$ cat src/rtl/dtq_pkg.sv
// ----------------------------------------------------------------------------
// dtq_pkg
// Shared sizes, codes and types of the deadline timer queue.
// ----------------------------------------------------------------------------
package dtq_pkg;

  localparam int CAPACITY = 16;
  localparam int CNT_W    = $clog2(CAPACITY + 1);
  localparam int TIME_W   = 32;
  localparam int ID_W     = 16;
  localparam int TAG_W    = 16;
  localparam int MODE_W   = 3;
  localparam int STAT_W   = 2;

  localparam logic [MODE_W-1:0] MODE_ADD    = 3'd0;
  localparam logic [MODE_W-1:0] MODE_CANCEL = 3'd1;
  localparam logic [MODE_W-1:0] MODE_POP    = 3'd2;
  localparam logic [MODE_W-1:0] MODE_QUERY  = 3'd3;
  localparam logic [MODE_W-1:0] MODE_CLEAR  = 3'd4;

  localparam logic [STAT_W-1:0] ST_DONE      = 2'd0;
  localparam logic [STAT_W-1:0] ST_NOTHING   = 2'd1;
  localparam logic [STAT_W-1:0] ST_FULL      = 2'd2;
  localparam logic [STAT_W-1:0] ST_CANCELLED = 2'd3;

  typedef struct packed {
    logic [TIME_W-1:0] deadline;
    logic [ID_W-1:0]   id;
    logic [TAG_W-1:0]  tag;
  } entry_t;

  typedef enum logic [1:0] {
    CMD_HOLD,
    CMD_INSERT,
    CMD_REMOVE,
    CMD_SHIFT
  } cell_cmd_t;

  // Command broadcast to every cell of the row.
  typedef struct packed {
    cell_cmd_t         cmd;
    logic [TIME_W-1:0] key;
    logic [ID_W-1:0]   tid;
    entry_t            fresh;
  } chain_ctl_t;

endpackage

$ cat src/rtl/dtq_cell.sv
// ----------------------------------------------------------------------------
// dtq_cell
// One slot of the sorted timer row: holds an entry and trades it with its
// neighbors on insert, remove and shift.
// ----------------------------------------------------------------------------
module dtq_cell import dtq_pkg::*; (
  input  logic       clk,
  input  logic       rst,
  input  chain_ctl_t ctl,
  input  entry_t     left_ent,
  input  logic       left_valid,
  input  logic       left_after,
  input  entry_t     right_ent,
  input  logic       right_valid,
  input  logic       found_in,
  output logic       valid,
  output entry_t     ent,
  output logic       after,
  output logic       found_out
);

  logic   valid_next;
  entry_t ent_next;

  // The new deadline goes in front of the first slot that is empty or later.
  assign after     = !valid || (ent.deadline > ctl.key);
  assign found_out = found_in || (valid && (ent.id == ctl.tid));

  always_comb begin
    valid_next = valid;
    ent_next   = ent;
    case (ctl.cmd)
      CMD_INSERT: begin
        if (left_after) begin
          valid_next = left_valid;
          ent_next   = left_ent;
        end else if (after) begin
          valid_next = 1'b1;
          ent_next   = ctl.fresh;
        end
      end
      CMD_REMOVE: begin
        if (found_out) begin
          valid_next = right_valid;
          ent_next   = right_ent;
        end
      end
      CMD_SHIFT: begin
        valid_next = right_valid;
        ent_next   = right_ent;
      end
      default: begin
      end
    endcase
  end

  always_ff @(posedge clk) begin
    if (rst) begin
      valid <= 1'b0;
    end else begin
      valid <= valid_next;
    end
    ent <= ent_next;
  end

endmodule

$ cat src/rtl/dtq_chain.sv
// ----------------------------------------------------------------------------
// dtq_chain
// The row of timer cells, kept sorted by deadline with the earliest at the
// head.
// ----------------------------------------------------------------------------
module dtq_chain import dtq_pkg::*; (
  input  logic       clk,
  input  logic       rst,
  input  chain_ctl_t ctl,
  output logic       head_valid,
  output entry_t     head,
  output logic       second_valid,
  output logic       found
);

  logic   valid_w [CAPACITY];
  entry_t ent_w   [CAPACITY];
  logic   after_w [CAPACITY];
  logic   found_w [CAPACITY];

  for (genvar i = 0; i < CAPACITY; i++) begin : g_cell
    entry_t l_ent;
    logic   l_valid;
    logic   l_after;
    logic   l_found;
    entry_t r_ent;
    logic   r_valid;

    if (i == 0) begin : g_first
      assign l_ent   = '0;
      assign l_valid = 1'b0;
      assign l_after = 1'b0;
      assign l_found = 1'b0;
    end else begin : g_inner_l
      assign l_ent   = ent_w[i-1];
      assign l_valid = valid_w[i-1];
      assign l_after = after_w[i-1];
      assign l_found = found_w[i-1];
    end

    if (i == CAPACITY - 1) begin : g_last
      assign r_ent   = '0;
      assign r_valid = 1'b0;
    end else begin : g_inner_r
      assign r_ent   = ent_w[i+1];
      assign r_valid = valid_w[i+1];
    end

    dtq_cell u_cell (
      .clk         (clk),
      .rst         (rst),
      .ctl         (ctl),
      .left_ent    (l_ent),
      .left_valid  (l_valid),
      .left_after  (l_after),
      .right_ent   (r_ent),
      .right_valid (r_valid),
      .found_in    (l_found),
      .valid       (valid_w[i]),
      .ent         (ent_w[i]),
      .after       (after_w[i]),
      .found_out   (found_w[i])
    );
  end

  assign head_valid   = valid_w[0];
  assign head         = ent_w[0];
  assign second_valid = valid_w[1];
  assign found        = found_w[CAPACITY-1];

endmodule

$ cat src/rtl/deadline_timer_queue_unit.sv
// ----------------------------------------------------------------------------
// deadline_timer_queue_unit
// Bounded queue of pending timers sorted by deadline, with add, cancel,
// pop of expired entries, query of the next deadline and clear.
// ----------------------------------------------------------------------------
//
// Channel  Direction  Handshake            Payload
// -------  ---------  -------------------  ------------------------------------
// in       input      in_valid / in_ready  mode deadline relative handler_tag
//                                          cancel_id now
// out      output     out_valid/out_ready  status assigned_id tag_out
//                                          next_deadline remaining due
//                                          pending last
//
// Each beat is captured in the cycle it is accepted, where a relative
// deadline is summed and saturated; in the exec state one command is then
// applied to the whole cell row and the result register is loaded. No new
// input beat is taken until the block is back in idle. A clear of a
// non-empty row loads nothing in the exec state and then gives one output
// beat per entry shifted out of the head of the row.
// Reset is synchronous and empties the row and sets the id counter to one.
// A stalled output holds the row: the command waits until the result
// register is free, while a new input beat can still be accepted when idle.
// ----------------------------------------------------------------------------
module deadline_timer_queue_unit import dtq_pkg::*; (
  input  logic              clk,
  input  logic              rst,
  input  logic              in_valid,
  output logic              in_ready,
  input  logic [MODE_W-1:0] mode,
  input  logic [TIME_W-1:0] deadline,
  input  logic              relative,
  input  logic [TAG_W-1:0]  handler_tag,
  input  logic [ID_W-1:0]   cancel_id,
  input  logic [TIME_W-1:0] now,
  output logic              out_valid,
  input  logic              out_ready,
  output logic [STAT_W-1:0] status,
  output logic [ID_W-1:0]   assigned_id,
  output logic [TAG_W-1:0]  tag_out,
  output logic [TIME_W-1:0] next_deadline,
  output logic [TIME_W-1:0] remaining,
  output logic              due,
  output logic [CNT_W-1:0]  pending,
  output logic              last
);

  typedef enum logic [2:0] {
    S_IDLE  = 3'b001,
    S_EXEC  = 3'b010,
    S_CLEAR = 3'b100
  } state_t;

  state_t state, state_next;

  // Captured operation.
  logic [MODE_W-1:0] op_mode;
  logic [TIME_W-1:0] op_d;
  logic [TAG_W-1:0]  op_tag;
  logic [ID_W-1:0]   op_tid;
  logic [TIME_W-1:0] op_now;

  logic [CNT_W-1:0] count, count_next;
  logic [ID_W-1:0]  id_ctr, id_ctr_next;

  logic [TIME_W:0]   rel_sum;
  logic [TIME_W-1:0] d_in;

  chain_ctl_t ctl;
  logic       head_valid;
  entry_t     head;
  logic       second_valid;
  logic       found;

  logic              out_free;
  logic              load;
  logic [STAT_W-1:0] status_next;
  logic [ID_W-1:0]   assigned_id_next;
  logic [TAG_W-1:0]  tag_out_next;
  logic [TIME_W-1:0] next_deadline_next;
  logic [TIME_W-1:0] remaining_next;
  logic              due_next;
  logic [CNT_W-1:0]  pending_next;
  logic              last_next;

  logic full;
  logic head_due;

  assign in_ready = (state == S_IDLE);
  assign out_free = !out_valid || out_ready;

  // Relative deadlines saturate at the top of the time range.
  assign rel_sum = {1'b0, now} + {1'b0, deadline};
  assign d_in    = !relative ? deadline :
                   (rel_sum[TIME_W] ? '1 : rel_sum[TIME_W-1:0]);

  assign full     = (count == CNT_W'(CAPACITY));
  assign head_due = head_valid && (head.deadline <= op_now);

  dtq_chain u_chain (
    .clk          (clk),
    .rst          (rst),
    .ctl          (ctl),
    .head_valid   (head_valid),
    .head         (head),
    .second_valid (second_valid),
    .found        (found)
  );

  always_comb begin
    state_next         = state;
    count_next         = count;
    id_ctr_next        = id_ctr;
    ctl.cmd            = CMD_HOLD;
    ctl.key            = op_d;
    ctl.tid            = op_tid;
    ctl.fresh.deadline = op_d;
    ctl.fresh.id       = id_ctr;
    ctl.fresh.tag      = op_tag;
    load               = 1'b0;
    status_next        = ST_NOTHING;
    assigned_id_next   = '0;
    tag_out_next       = '0;
    next_deadline_next = '0;
    remaining_next     = '0;
    due_next           = 1'b0;
    pending_next       = count;
    last_next          = 1'b1;

    unique case (state)
      S_IDLE: begin
        if (in_valid) begin
          state_next = S_EXEC;
        end
      end
      S_EXEC: begin
        if (out_free) begin
          state_next = S_IDLE;
          unique case (op_mode)
            MODE_ADD: begin
              load = 1'b1;
              if (full) begin
                status_next = ST_FULL;
              end else begin
                ctl.cmd          = CMD_INSERT;
                status_next      = ST_DONE;
                assigned_id_next = id_ctr;
                count_next       = count + 1'b1;
                pending_next     = count + 1'b1;
                // Id zero is never handed out.
                id_ctr_next      = (id_ctr == '1) ? ID_W'(1) : id_ctr + 1'b1;
              end
            end
            MODE_CANCEL: begin
              load    = 1'b1;
              ctl.cmd = CMD_REMOVE;
              if (found) begin
                status_next  = ST_DONE;
                count_next   = count - 1'b1;
                pending_next = count - 1'b1;
              end
            end
            MODE_POP: begin
              load = 1'b1;
              if (head_due) begin
                ctl.cmd          = CMD_SHIFT;
                status_next      = ST_DONE;
                assigned_id_next = head.id;
                tag_out_next     = head.tag;
                count_next       = count - 1'b1;
                pending_next     = count - 1'b1;
              end
            end
            MODE_QUERY: begin
              load = 1'b1;
              if (head_valid) begin
                status_next        = ST_DONE;
                next_deadline_next = head.deadline;
                due_next           = head_due;
                remaining_next     = head_due ? '0 : head.deadline - op_now;
              end
            end
            MODE_CLEAR: begin
              if (head_valid) begin
                state_next = S_CLEAR;
              end else begin
                load = 1'b1;
              end
            end
            default: begin
              load = 1'b1;
            end
          endcase
        end
      end
      S_CLEAR: begin
        if (out_free) begin
          load             = 1'b1;
          ctl.cmd          = CMD_SHIFT;
          status_next      = ST_CANCELLED;
          assigned_id_next = head.id;
          tag_out_next     = head.tag;
          pending_next     = '0;
          last_next        = !second_valid;
          if (!second_valid) begin
            count_next = '0;
            state_next = S_IDLE;
          end
        end
      end
      default: begin
        state_next = S_IDLE;
      end
    endcase
  end

  always_ff @(posedge clk) begin
    if (rst) begin
      state     <= S_IDLE;
      count     <= '0;
      id_ctr    <= ID_W'(1);
      out_valid <= 1'b0;
    end else begin
      state  <= state_next;
      count  <= count_next;
      id_ctr <= id_ctr_next;
      if (load) begin
        out_valid <= 1'b1;
      end else if (out_ready) begin
        out_valid <= 1'b0;
      end
    end
  end

  always_ff @(posedge clk) begin
    if (in_valid && in_ready) begin
      op_mode <= mode;
      op_d    <= d_in;
      op_tag  <= handler_tag;
      op_tid  <= cancel_id;
      op_now  <= now;
    end
    if (load) begin
      status        <= status_next;
      assigned_id   <= assigned_id_next;
      tag_out       <= tag_out_next;
      next_deadline <= next_deadline_next;
      remaining     <= remaining_next;
      due           <= due_next;
      pending       <= pending_next;
      last          <= last_next;
    end
  end

endmodule

$ cat config.mk
export PLATFORM = sky130hd
export DESIGN_NAME = deadline_timer_queue_unit
export DESIGN_NICKNAME = d
export VERILOG_FILES = /design/src/rtl/dtq_pkg.sv /design/src/rtl/dtq_cell.sv /design/src/rtl/dtq_chain.sv /design/src/rtl/deadline_timer_queue_unit.sv
export SDC_FILE = /design/constraint.sdc
export NUM_CORES = 2
export LEC_CHECK = 0
export BUFFER_PORTS_ARGS = -buffer_cell sky130_fd_sc_hd__buf_4
export CORE_MARGIN = 2
export CORE_UTILIZATION = 60
export DETAILED_ROUTE_END_ITERATION = 8
export GPL_ROUTABILITY_DRIVEN = 1
export GPL_TIMING_DRIVEN = 0
export HOLD_SLACK_MARGIN = 0.02
export MAX_ROUTING_LAYER = met4
export PLACE_DENSITY = 0.82
export SLEW_MARGIN = 10
export SYNTH_ARGS = -nofsm -noshare
export SYNTH_HDL_FRONTEND = slang
export SYNTH_SLANG_ARGS = --single-unit
$ cat constraint.sdc
create_clock -name clk -period 9 [get_ports clk]
set_input_delay 0.45 -clock clk [delete_from_list [all_inputs] [get_ports clk]]
set_output_delay 0.45 -clock clk [all_outputs]
set_load 0.02 [all_outputs]
# Word-level counts from Yosys, hierarchy flattened
# Index checks and enable logic that the tools add are counted.
[word_totals]
output_inout_bits = 107
ramBits = 0
memories = 0
ff_bits = 1269
rom_bits = 0
wordCells = 443
inputBits = 104
latchBits = 0
[classes]
eq_ne = 64
n_lt_le_gt_ge = 17
reduce_logical = 93
n_shift = 0
multipliers = 0
div = 0
addsub = 5
bitwise = 5
n_mux = 178
[ops]
columns = ["operator", "count"]
rows = [
  ["$pmux W64 S3", 16],
  ["$mux W64", 47],
  ["$gt A32 B32 Y1", 16],
  ["$eq A16 B16 Y1", 16],
  ["$mux W16", 9],
  ["$pmux W16 S2", 3],
  ["$mux W32", 2],
  ["$mux W1", 57],
  ["$reduce_and A3 Y1", 17],
  ["$pmux W1 S3", 16],
  ["$ne A2 B2 Y1 const B", 21],
  ["$ne A3 B3 Y1 const B", 13],
  ["$mux W5", 7],
  ["$add A32 B32 Y33", 1],
  ["$le A32 B32 Y1", 1],
  ["$logic_or A1 B1 Y1", 32],
  ["$sub A32 B32 Y32", 1],
  ["$pmux W5 S2", 2],
  ["$logic_and A1 B1 Y1", 18],
  ["$mux W3", 6],
  ["$logic_not A1 Y1", 17],
  ["$add A16 B1 Y16 const B", 1],
  ["$eq A16 B16 Y1 const B", 1],
  ["$pmux W5 S3", 1],
  ["22 further kinds", 41],
]

# Longest topological paths before layout
[depth]
ltp_word = 21
ltp_mapped = 16
depth_no_buf = 13

# Modules after synthesis
# From an unflattened synthesis, not the netlist that was laid out.
[unflattened]
hier_cells = 7884
area_unflattened_um2 = 80887.6
[by_module_without_submodules]
columns = ["mod", "n_inst", "seq_area_each_um2", "cells_each", "area_per_inst_um2"]
rows = [
  ["dtq_cell (u_chain.g_cell[0].u_cell ...)", 10, 1941.9, 419, 4279.1],
  ["dtq_cell (u_chain.g_cell[4].u_cell ...)", 6, 1941.9, 428, 4307.9],
  ["deadline_timer_queue_unit", 1, 6626.4, 1125, 12245.5],
  ["dtq_chain", 1, 0.0, 1, 3.8],
]

# Worst setup path before layout
# No wires, ideal clock.
[synth_timing]
path_type = "register to register"
start = "register op_d[23]"
end = "register u_chain.g_cell[1].u_cell.valid"
setup_ns = 0.076
arrival_ns = 6.833
required_time_ns = 8.924
stages_incl_launch_ff = 13
n_path_buf = 2
synth_period_minus_slack_ns = 6.909
slack_ns = 2.091
path_cell_list = "edfxtp_1 clkbuf_1 clkinv_1 ha_1 nand3_1 nor3_1 and4_1 o21a_1 o41ai_1 a32o_1 buf_2 a31oi_1 mux2_2"
[synth_via]
elab_chain_cells = 4
elab_cells_between_ends = 8
cone_classes = "2 x order compare; 1 x eq/ne; 2 x mux; 3 x reduce/logical"
[synth_lines]
columns = ["item", "line", "source"]
rows = [
  ["from (decl)", "deadline_timer_queue_unit.sv:58", "logic [TIME_W-1:0] op_d;"],
  ["from (signal assigned)", "deadline_timer_queue_unit.sv:238", "op_d <= d_in;"],
  ["$gt A32 B32 Y1", "dtq_cell.sv:26", "assign after = !valid || (ent.deadline > ctl.key);"],
  ["$logic_or A1 B1 Y1", "dtq_cell.sv:26", ""],
  ["$ne A3 B3 Y1 (no source line) or $mux W1 (tied branches)", "--", ""],
  ["$reduce_and A3 Y1 (no source line) or $pmux W1 S3 (tied branches)", "--", ""],
  ["to (signal assigned)", "dtq_cell.sv:61", "valid <= valid_next;"],
  ["to (decl)", "dtq_cell.sv:16", "output logic valid,"],
]
# Several ways; a longest one is shown, not always the timed one.
# A chain may end at the register's enable or synchronous reset.

==> results_dict.tcl <==
set metrics [dict create \
    cts_buffer_depth 3 \
    track_usage 0.482 \
    synth_top_area_share 0.470 \
    tritoncts "yes" \
    grt_pass1_vias 65262 \
    finalInstanceArea_um2 89200 \
    path_cells "clkbuf_1, clkinv_1, ha_1, nand3_1, nor3_1, nand4_1, and3_1, a221oi_1, buf_2, clkbuf_1, mux2i_1, o21ai_1" \
    finalSetupViolations 0 \
    worst_path_largest_cell_delay_ns 1.23 \
    power.density_nw_per_um2 155 \
    drive_above_1_share 0.0859 \
    min_period_over_period 0.907 \
    cp_num_buf_inv 4 \
    clock_latency_ns 0.81 \
    syn_area_per_cell_um2 10.2 \
    nFillCells 9877 \
    clkTransAtPathRegs_ns 0.06 \
    gp_congestion 1.07 \
    synth-edff-count 1228 \
    yosysUniqueCellTypes 91 \
    cpMaxStageDelayCell "clkinv_1" \
    max_freq_ghz 0.123 \
    syn-num-nets 8358 \
    tightest_slew_ns 1.50 \
    cts.sinks 1269 \
    std_cell_rows 132 \
    multi_input_area_um2 38300 \
    maxSlewViolCount 0 \
    postSynthCellCount 7673 \
    synthArstFlopShare 0 \
    grt_pass1_wl_um 449000 \
    drc 0 \
    ant_nets 0 \
    p_leak_nw 33.6 \
    ctsHoldBuffers 99 \
    avgRoutedWirePerCell_um 31.8 \
    grt_overflow 0 \
    crit_arrival_ns 8.68 \
    path_common_cell "clkbuf_1" \
    register_area_um2 37700 \
    worstSetupStartpointType "flip-flop" \
    clock-root-buffer "clkbuf_16" \
    htree_levels 4 \
    yosysTopAreaCell "edfxtp_1" \
    crit_path_end_kind "flip-flop" \
    nets 8865 \
    ir_worst_vdd_v 0.000194 \
    dpl.cell_count 9676 \
    syn_to_final_growth_pct 13.8 \
    grt_start_max_net_pins 68 \
    syn_area_um2 78400 \
    hold_slack_ns 0.0826 \
    crit_type "reg2reg" \
    rsz0062_at_grt "no" \
    synth_ff_type "edfxtp_1" \
    synthTopCellsByArea "edfxtp_1 (47%), mux2i_1 (9.3%), ha_1 (9.2%), nand2_1 (5.8%), o21ai_0 (4.5%)" \
    core_um2 130000 \
    slew_headroom 0.00285 \
    skew_ns 0.0291 \
    cts_buffers 145 \
    cp_max_fo 23 \
    cp.required_ns 9.52 \
    path_delay_family "buffers and inverters" \
    maxCapViolCount 1 \
    numPortBuffers 208 \
    viasPerCell 6.94 \
    fin_crit_ns 8.16 \
    drt_first_pass_iters 9 \
    hold_path_class "in2reg" \
    drt_wl_total_um 320000 \
    yosysWarnings 0 \
    post_cts_buffers 0 \
    start_util 0.605 \
    final_cells 10060 \
    dpl_cell_area_um2 83400 \
    finalHoldViolCount 0 \
    violations "max-capacitance violations" \
    ys_ff_latch 1269 \
    io_pins 211 \
    cts_resized 0 \
    antenna_found_initial 18 \
    die_w_um 365 \
    die_height_um 365 \
    first_iter_violations 12531 \
    ys_seq_area_frac 0.481 \
    dieArea_um2 134000 \
    vias 69780 \
    hpwl_um 239000 \
    totalNegativeSetupSlack_ns 0 \
    status "finished, violations left" \
]
## power by group
| part | switching (mW) | internal, mW |
|---|---|---|
| logic | 0.770 | 0.429 |
| registers | 0.0327 | 6.46 |
| clock network | 2.68 | 3.45 |
| total | 3.48 | 10.3 |
## state kept, by name (all words and copies together), names as in the netlist
name                         flops
due                              1
id_ctr                          16
tag_out                         16
u_chain.g_cell.u_cell.ent     1024
status                           2
remaining                       32
last                             1
next_deadline                   32
op_d                            32
op_mode                          3
op_tid                          16
assigned_id                     16
state                            3
u_chain.g_cell.u_cell.valid     16
op_now                          32
count                            5
out_valid                        1
pending                          5
op_tag                          16
## metal layers
| layer | vias to the layer above | GRT usage | part of all wire |
|---|---|---|---|
| li1 | 29258 | - | - |
| met1 | 33697 | 0.637 | 0.38 |
| met2 | 5877 | 0.621 | 0.39 |
| met3 | 948 | 0.208 | 0.17 |
| met4 | 0 | 0.248 | 0.059 |
| met5 | - | - | 0 |
## through the flow
step,utilization,total power [mW],setup slack (ns)
2_1_floorplan,-,7.32,2.09
3_3_place_gp,0.633,7.69,-3.92
3_5_place_dp,0.643,7.72,1.34
4_1_cts,0.687,13.7,1.34
5_1_grt,0.688,14.0,1.16
6_report,0.688,13.8,0.838
## layout by cell type, fill, tap and decap left out, types with 29 or more instances in the layout
cell / count
nor2_1: 477
and2_1: 59
inv_1: 97
ha_1: 579
clkinv_1: 58
nand2_1: 1216
xor2_1: 145
mux2i_1: 726
clkbuf_16: 145
nor4_1: 44
a21oi_1: 382
nand4_1: 145
a211oi_1: 29
clkbuf_1: 336
nor2b_1: 45
o22a_1: 32
a31oi_1: 59
o21a_1: 51
dfxtp_1: 41
buf_2: 168
nor3_1: 59
nand3_1: 75
buf_4: 215
dlygate4sd3_1: 99
edfxtp_1: 1228
o21ai_1: 302
a21o_1: 128
o211ai_1: 31
o21ai_0: 710
xnor2_1: 169
## area by class of cell
type,count,share of cell area
Buffer,501,0.0241
Tap cell,1742,0.0244
Clock inverter,82,0.0105
Antenna cell,20,0.000561
Inverter,130,0.00556
Timing Repair Buffer,360,0.0403
Sequential cell,1269,0.423
Multi-Input combinational cell,5773,0.429
Clock buffer,183,0.0425
## worst paths after layout
path | slack (ns) | cells past startpoint | startpoint | to
setup / recovery | 0.84 | 12 | op_d[7] | u_chain.g_cell[6].u_cell.ent[17]
hold / removal | 0.08 | 3 | out_ready | out_valid
setup reg to reg | 0.84 | 12 | op_d[7] | u_chain.g_cell[6].u_cell.ent[17]
hold reg to reg | 0.54 | 2 | u_chain.g_cell[15].u_cell.ent[8] | u_chain.g_cell[14].u_cell.ent[8]
## synthesized netlist by cell type, drive strengths merged (9+ instances only)
master  number
ha         579
o21a        54
nor4        47
inv         99
nand4      145
o21bai      10
xor2       145
a21oi      387
a22o        18
clkbuf     315
o41ai        9
or3         20
nand3       75
mux2i      726
o211ai      31
a31oi       61
edfxtp    1228
o31ai       13
dfxtp       41
buf        186
nand2b      19
o221ai      12
and3        24
nand2     1217
xnor2      169
or4         15
a211oi      29
and2        60
o21ai     1012
nor2b       45
o22a        32
clkinv      31
and4         9
nor3        61
nor2       481
a21o       128
## cells by family after synthesis
kind of cell / synth area share
AND/OR/NAND/NOR: 0.125
AO/OA/AOI/OAI: 0.139
flip-flops: 0.481
multiplexers: 0.0939
buffers and inverters: 0.0334
adder cells (fa/ha/maj): 0.0929
XOR/XNOR: 0.0351
## worst register-to-register path, delay by kind of cell, from the launching register on
kind            cells  cell delay, ns
mux                 1            0.34
compound gates      2            1.29
buf+inv             4            3.41
flops               1            0.32
fa+ha+maj           1            0.78
simple gates        4            1.74
Note: power is estimated with default switching activity, not from simulation.
